$ cat src/imgup_ram.sv
`default_nettype none
// ----------------------------------------------------------------------------
// imgup_ram
// Generic single-port-write, single-port-read RAM with a registered read.
// ----------------------------------------------------------------------------
module imgup_ram #(
    parameter int WIDTH = 24,
    parameter int DEPTH = 16,
    localparam int AddrW = $clog2(DEPTH)
) (
    input  wire logic             clk,
    input  wire logic             we,
    input  wire logic [AddrW-1:0] waddr,
    input  wire logic [WIDTH-1:0] wdata,
    input  wire logic [AddrW-1:0] raddr,
    output logic      [WIDTH-1:0] rdata
);

    logic [WIDTH-1:0] mem [DEPTH];

    // write port and registered read port
    always_ff @(posedge clk)
    begin
        if (we)
        begin
            mem[waddr] <= wdata;
        end
        rdata <= mem[raddr];
    end

endmodule : imgup_ram
`default_nettype wire

$ cat config.mk
export PLATFORM = sky130hd
export DESIGN_NAME = imgup_ram
export DESIGN_NICKNAME = d
export VERILOG_FILES = /design/src/imgup_ram.sv
export SDC_FILE = /design/constraint.sdc
export NUM_CORES = 1
export LEC_CHECK = 0
export ABC_AREA = 1
export BUFFER_PORTS_ARGS = -buffer_cell sky130_fd_sc_hd__buf_2
export CAP_MARGIN = 25
export CORE_ASPECT_RATIO = 0.6
export CORE_MARGIN = 8
export CORE_UTILIZATION = 35
export CTS_CLUSTER_SIZE = 12
export DETAILED_ROUTE_END_ITERATION = 8
export SLEW_MARGIN = 5
export SYNTH_ARGS = -nofsm -noshare
export SYNTH_HDL_FRONTEND = slang
export SYNTH_SLANG_ARGS = --single-unit
$ cat constraint.sdc
create_clock -name clk -period 2.4 [get_ports clk]
set_clock_uncertainty 0.15 [all_clocks]
set_input_delay 0.12 -clock clk [delete_from_list [all_inputs] [get_ports clk]]
set_output_delay 0.12 -clock clk [all_outputs]
set_load 0.02 [all_outputs]
==> run_results.csv, run 1 <==
group,metric,value,unit
timing,drv_slew,0,
pwr,peakVddDrop,0.000602,V
place,post-place-ws,0.628,ns
drt,vias,10863,
critical_path,path_depth,1,
floorplan,die_w,300,microns
layout,syn2layout_area_growth,15.3,%
pwr,pwr_density_cell,756,nW/um^2
floorplan,start_util,35.4,%
critical_path,worstSetupPathType,"reg -> out",
critical_path,worstPathArrival,1.14,ns
yosys,synth_area,17000,sq um
yosys,yosysTopAreaCell,"edfxtp_1",
drt,antenna_left,0,
clock_tree,clkSlewWorstSetupHoldPaths,0.06,ns
yosys,synth_nets,1631,
yosys,yosysMostFrequentCell,"nand2_1",
clock_tree,root_buffer,"clkbuf_16",
critical_path,crit_chain,"buf_2",
critical_path,ff2ff_setup_slack,1.13,ns
yosys,synth_area_per_cell,10.6,sq um
drt,drcViolationCount,0,
timing,worstMarginPinSlew,0.761,ns
global_route,overflow,0,
timing,hold_slack,0.0581,ns
yosys,synthCells,1597,
layout,instances_no_fill,2344,
timing,finalWorstSetupSlack,0.993,ns
timing,finalHoldViolCount,0,
critical_path,slowest_delay,0.40,ns
floorplan,core-area,47900,sq um
clock_tree,clock_latency,0.53,ns
drt,drtPass1Iterations,5,
timing,period_share,58.6,%
critical_path,critPathRequiredTime,2.13,ns
global_route,first_global_vias,10761,
flow_run,drv_cap,0,
clock_tree,cts_setup_buffers,0,
floorplan,num_rows,62,
critical_path,critPathLaunchType,"register",
floorplan,dieHeight,186,microns
yosys,synth-edff-count,384,
place,portBuffers,57,
layout,drive_above_1_share,9.04,%
yosys,synth_seq_cells,408,
critical_path,endpoint,"rdata[13]",
critical_path,r2r_start,"mem[11][5]",
critical_path,crit_family,"flip-flops",
pwr,clkPwrFrac,38.8,%
drt,viasPerCell,4.63,
yosys,synth_ff_type,"edfxtp_1",
critical_path,r2r_end,"rdata[5]",
yosys,yosysUniqueCellTypes,12,
pwr,p_int,0.0114,W
timing,fmax,711,MHz
global_route,grt_pass1_wl,64900,microns
yosys,synth_area_leaders,"edfxtp_1 (68%), nand2_1 (11%), nand3_1 (8.5%)",
yosys,synth_warnings,0,
clock_tree,htreeDepth,2,
clock_tree,cts_tree,"done",
critical_path,worstSetupEndpointType,"output pin",
place,dp_cells,2252,
global_route,grt_max_degree,105,
yosys,synth-async-reset-ratio,0,%
pwr,power.switching,0.00335,W
critical_path,worst-path-buf-inv,1,
layout,diodes,0,
place,dp_hpwl,23500,microns
pwr,p_leak,8.21,nW
critical_path,cp_max_fo,1,
timing,relSlewSlack,49.2,%
drt,drt_iter0_markers,882,
drt,wl_per_cell,17.7,microns
yosys,synth_commonest_cells,"nand2_1 (509), edfxtp_1 (384), inv_1 (292)",
clock_tree,cts.sinks,408,
timing,setup_violations,0,
yosys,yosysSeqAreaShare,70.9,%
critical_path,crit_slowest_cell,"dfxtp_1",
critical_path,r2r_cells,6,
place,place.gp.congestion,0.759,
critical_path,crit_start,"rdata[13]",
timing,fin_crit,1.41,ns
floorplan,die_area,56000,sq um
global_route,grt_usage,14.7,%
yosys,synth_top_area_share,68.0,%
pwr,power.share.switching,22.7,%
pwr,pwr-share-seq,54.2,%
worst_hold_path,hp-class,"in -> reg",
layout,layout.nets,1713,
floorplan,io_pins,58,
pwr,power,0.0148,W
clock_tree,clock_path_buffers,3,
global_route,antenna_found_initial,0,
clock_tree,numCtsBuffers,40,
status,status,"finished, final reports clean",
drt,drt-total-wl,41600,microns
timing,rsz0062_at_grt,"no",
pwr,comb_power_share,7.0,%
timing,tns,0,ns
==> power groups by stage <==
stage          combinational [W]  clock [W]  sequential (W)
2_1_floorplan           0.000520          0         0.00821
3_3_place_gp            0.000987          0         0.00817
3_5_place_dp             0.00100          0         0.00817
4_1_cts                  0.00104    0.00586         0.00802
5_1_grt                  0.00114    0.00614         0.00803
6_report                 0.00103    0.00573         0.00801
==> through the flow <==
stage / util (%) / area, sq um
finish: 40.8 / 19500
global placement: 38.0 / 18200
CTS: 40.8 / 19500
global route: 40.8 / 19500
detailed placement: 38.0 / 18200
floorplan: - / 17000
==> worst min-delay path by stage <==
stage,cells past startpoint,end,from,slack (ns)
after floorplan,0,mem[0][0],wdata[0],0.07
after global placement,1,mem[15][1],wdata[1],0.36
after detailed placement,1,mem[15][1],wdata[1],0.37
after CTS,6,rdata[1],raddr[1],0.06
after global routing,5,rdata[16],raddr[2],0.09
final,5,rdata[13],raddr[2],0.06
==> routing by layer <==
metal / track usage (%) / vias up / wire length [microns]
met1: 22.4 / 5164 / 20500
li1: - / 5308 / -
met3: 3.02 / 55 / 2880
met2: 21.2 / 336 / 17500
met5: 0 / - / 0
met4: 3.44 / 0 / 709
==> layout make-up <==
cell class | count | area [sq um]
Timing Repair Buffer | 118 | 940
Sequential cell | 408 | 12000
Clock buffer | 65 | 1120
Fill cell | 4572 | 28300
Inverter | 294 | 1110
Clock inverter | 2 | 11.3
Tap cell | 640 | 801
Multi-Input combinational cell | 817 | 3560
==> layout by cell type (no fill, tap or decap) <==
cell type and instances:
inv_6 1, inv_1 291, edfxtp_1 384, nor2_4 16, nand3b_1 2, clkinv_2 1
inv_2 1, buf_6 1, nand2_1 509, buf_12 10, nor2_1 1, buf_4 27
clkinv_1 1, clkbuf_1 24, clkinvlp_4 1, clkbuf_16 41, nand3_1 289, buf_2 55
dfxtp_1 24, dlygate4sd3_1 25
==> cell families after synthesis <==
| logic type | after synthesis | synth area share (%) |
|---|---|---|
| simple gates | 817 | 20.3 |
| flops | 408 | 70.9 |
| buf+inv | 372 | 8.87 |
==> state kept, by name (all words and copies together), names as in the netlist <==
name   cells
mem      384
rdata     24
==> what timing repair did <==
action | CTS | global route
setup endpoints to repair | 0 | 0
endpoints found under the hold margin | 393 | 0
gates resized for setup | 0 | 0
hold buffers | 25 | 0
Note: power is estimated with default switching activity, not from simulation.
==> run 2, diff against run 1 <==
- ABC_AREA: 1 -> 0
- clock period: 2.4 -> 1.2 ns (I/O delays scaled with it)
==> run 2 against run 1 <==
The flow now finishes with violations (setup timing); register-to-register slack got worse by 1.4 ns; non-clock buffer count increased by 38; critical path type is now reg -> reg; clock-buffer cell count increased by 5; setup slack got worse by 1.3 ns; worst hold slack got worse by 0.051 ns.
==> run_results.csv, run 2 <==
group,metric,value,unit
global_route,first_global_vias,7521,
clock_tree,root_buffer,"clkbuf_16",
layout,final_common_cell,"edfxtp_1",
yosys,synth_area_leaders,"edfxtp_1 (77%), mux4_2 (14%), dfxtp_1 (3.2%)",
timing,period_share,122,%
yosys,synth_ff_type,"edfxtp_1",
place,portBuffers,57,
global_route,overflow,0,
layout,syn2layout_area_growth,26.2,%
floorplan,die_w,283,microns
yosys,yosysUniqueCellTypes,16,
flow_run,drv_cap,0,
clock_tree,cts.sinks,408,
yosys,synth_area,14900,sq um
clock_tree,htreeDepth,2,
layout,diodes,0,
drt,antenna_left,0,
timing,fmax,685,MHz
floorplan,io_pins,58,
clock_tree,numCtsBuffers,40,
global_route,grt_pass1_wl,49500,microns
critical_path,worstSetupEndpointType,"register",
drt,drcViolationCount,0,
critical_path,critPathRequiredTime,1.46,ns
drt,viasPerCell,5.01,
critical_path,cp_max_fo,1,
clock_tree,clock_path_buffers,3,
place,place.gp.congestion,0.707,
timing,rsz0062_at_grt,"yes",
timing,drv_slew,0,
yosys,yosysTopAreaCell,"edfxtp_1",
status,status,"finished, violations left",
timing,setup_violations,30,
yosys,synth_nets,670,
place,dp_hpwl,19800,microns
global_route,grt_max_degree,27,
timing,finalHoldViolCount,0,
yosys,synth-edff-count,384,
yosys,yosysMostFrequentCell,"edfxtp_1",
drt,wl_per_cell,23.4,microns
clock_tree,cts_tree,"done",
yosys,synth_commonest_cells,"edfxtp_1 (384), mux4_2 (96), a22oi_1 (48)",
layout,top_regs,"mem (384), rdata (24)",
timing,fin_crit,1.46,ns
drt,drt-total-wl,32800,microns
yosys,yosysSeqAreaShare,80.4,%
yosys,synthCells,636,
layout,final_cell_mix,"edfxtp_1 (384), mux4_2 (96), buf_12 (47)",
timing,relSlewSlack,80.3,%
yosys,synth_area_per_cell,23.5,sq um
clock_tree,clock_latency,0.53,ns
pwr,peakVddDrop,0.000944,V
global_route,grt_usage,13.4,%
yosys,synth_warnings,0,
layout,drive_above_1_share,42.2,%
floorplan,num_rows,58,
critical_path,worstPathArrival,1.72,ns
worst_hold_path,hp-class,"in -> reg",
drt,drtPass1Iterations,5,
pwr,power,0.0295,W
clock_tree,clkSlewWorstSetupHoldPaths,0.06,ns
timing,finalWorstSetupSlack,-0.260,ns
floorplan,core-area,42000,sq um
floorplan,die_area,49700,sq um
status,violations,"setup timing",
drt,drt_iter0_markers,856,
yosys,synth_seq_cells,408,
pwr,pwr_density_cell,1560,nW/um^2
floorplan,start_util,35.5,%
critical_path,critPathLaunchType,"register",
timing,worstMarginPinSlew,0.294,ns
place,post-place-ws,-0.533,ns
yosys,synth_top_area_share,77.2,%
yosys,synth-async-reset-ratio,0,%
global_route,antenna_found_initial,0,
drt,vias,7030,
pwr,p_leak,6.04,nW
layout,largest_reg_flops,384,
layout,regMostFlops,"mem",
layout,layout.nets,835,
floorplan,dieHeight,176,microns
critical_path,worstSetupPathType,"reg -> reg",
-- run 2: layout make-up --
class / instances / area [sq um]
fill: 3533 / 23200
sequential: 408 / 12000
multi-input combinational: 195 / 3090
timing repair buffer: 156 / 1840
clock buffer: 70 / 1110
tap: 570 / 713
clock inverter: 3 / 36.3
-- run 2: path summary, 6_finish.rpt --
check	depth (start not counted)	startpoint	slack, ns	to
min	3	waddr[0]	0.007	mem[4][4]
min reg2reg	3	mem[12][18]	0.52	rdata[18]
max	3	mem[11][23]	-0.26	rdata[23]
max reg2reg	3	mem[11][23]	-0.26	rdata[23]
-- run 2: timing repair --
item | 4_1_cts | 5_1_grt
pin swaps | 43 | 3
buffers inserted | 0 | 0
cloned | 0 | 0
resized for setup | 98 | 10
hold endpoints to repair | 405 | 0
setup endpoints to repair | 48 | 47
hold buffers | 26 | 0
-- run 2: cell families (layout without fill, tap and decap cells) --
logic type / Yosys count / count (layout) / share of synthesized area, %
compound gates: 48 / 48 / 2.41
buf+inv: 33 / 229 / 1.16
flops: 408 / 408 / 80.4
mux: 96 / 96 / 14.5
simple gates: 51 / 51 / 1.49
-- run 2: worst max-delay path: stages, from the launching register on --
cell and delay [ns]:
edfxtp_1 0.38, mux4_2 0.49, a22oi_2 0.24, nand2_1 0.09
-- run 2: through the flow --
stage               hold slack, ns  std cells  TNS, ns  util (%)  area, sq um
floorplan                  0.00887        636   -94.76         -        15200
global placement             0.293       1303  -100.63      40.6        17100
detailed placement           0.306       1303  -102.83      40.6        17100
CTS                        -0.0107       1402    -4.84      44.7        18800
global route               0.00331       1402    -6.26      44.8        18800
finish                     0.00684       1402    -4.36      44.8        18800
-- run 2: report_power, final --
group	total [W]	switching (W)	leakage (nW)	internal (W)
clock	0.0114	0.00505	0.546	0.00631
combinational	0.00203	0.00103	1.82	0.000995
sequential	0.0161	0.000129	3.67	0.0159
total	0.0295	0.00621	6.04	0.0233
-- run 2: routing by layer --
| layer | global-route usage, % | up-vias | wire length, microns |
|---|---|---|---|
| met4 | 2.02 | 0 | 300 |
| li1 | - | 3042 | - |
| met1 | 20.4 | 3770 | 15900 |
| met2 | 19.9 | 187 | 14700 |
| met5 | 0 | - | 0 |
| met3 | 2.93 | 31 | 1950 |
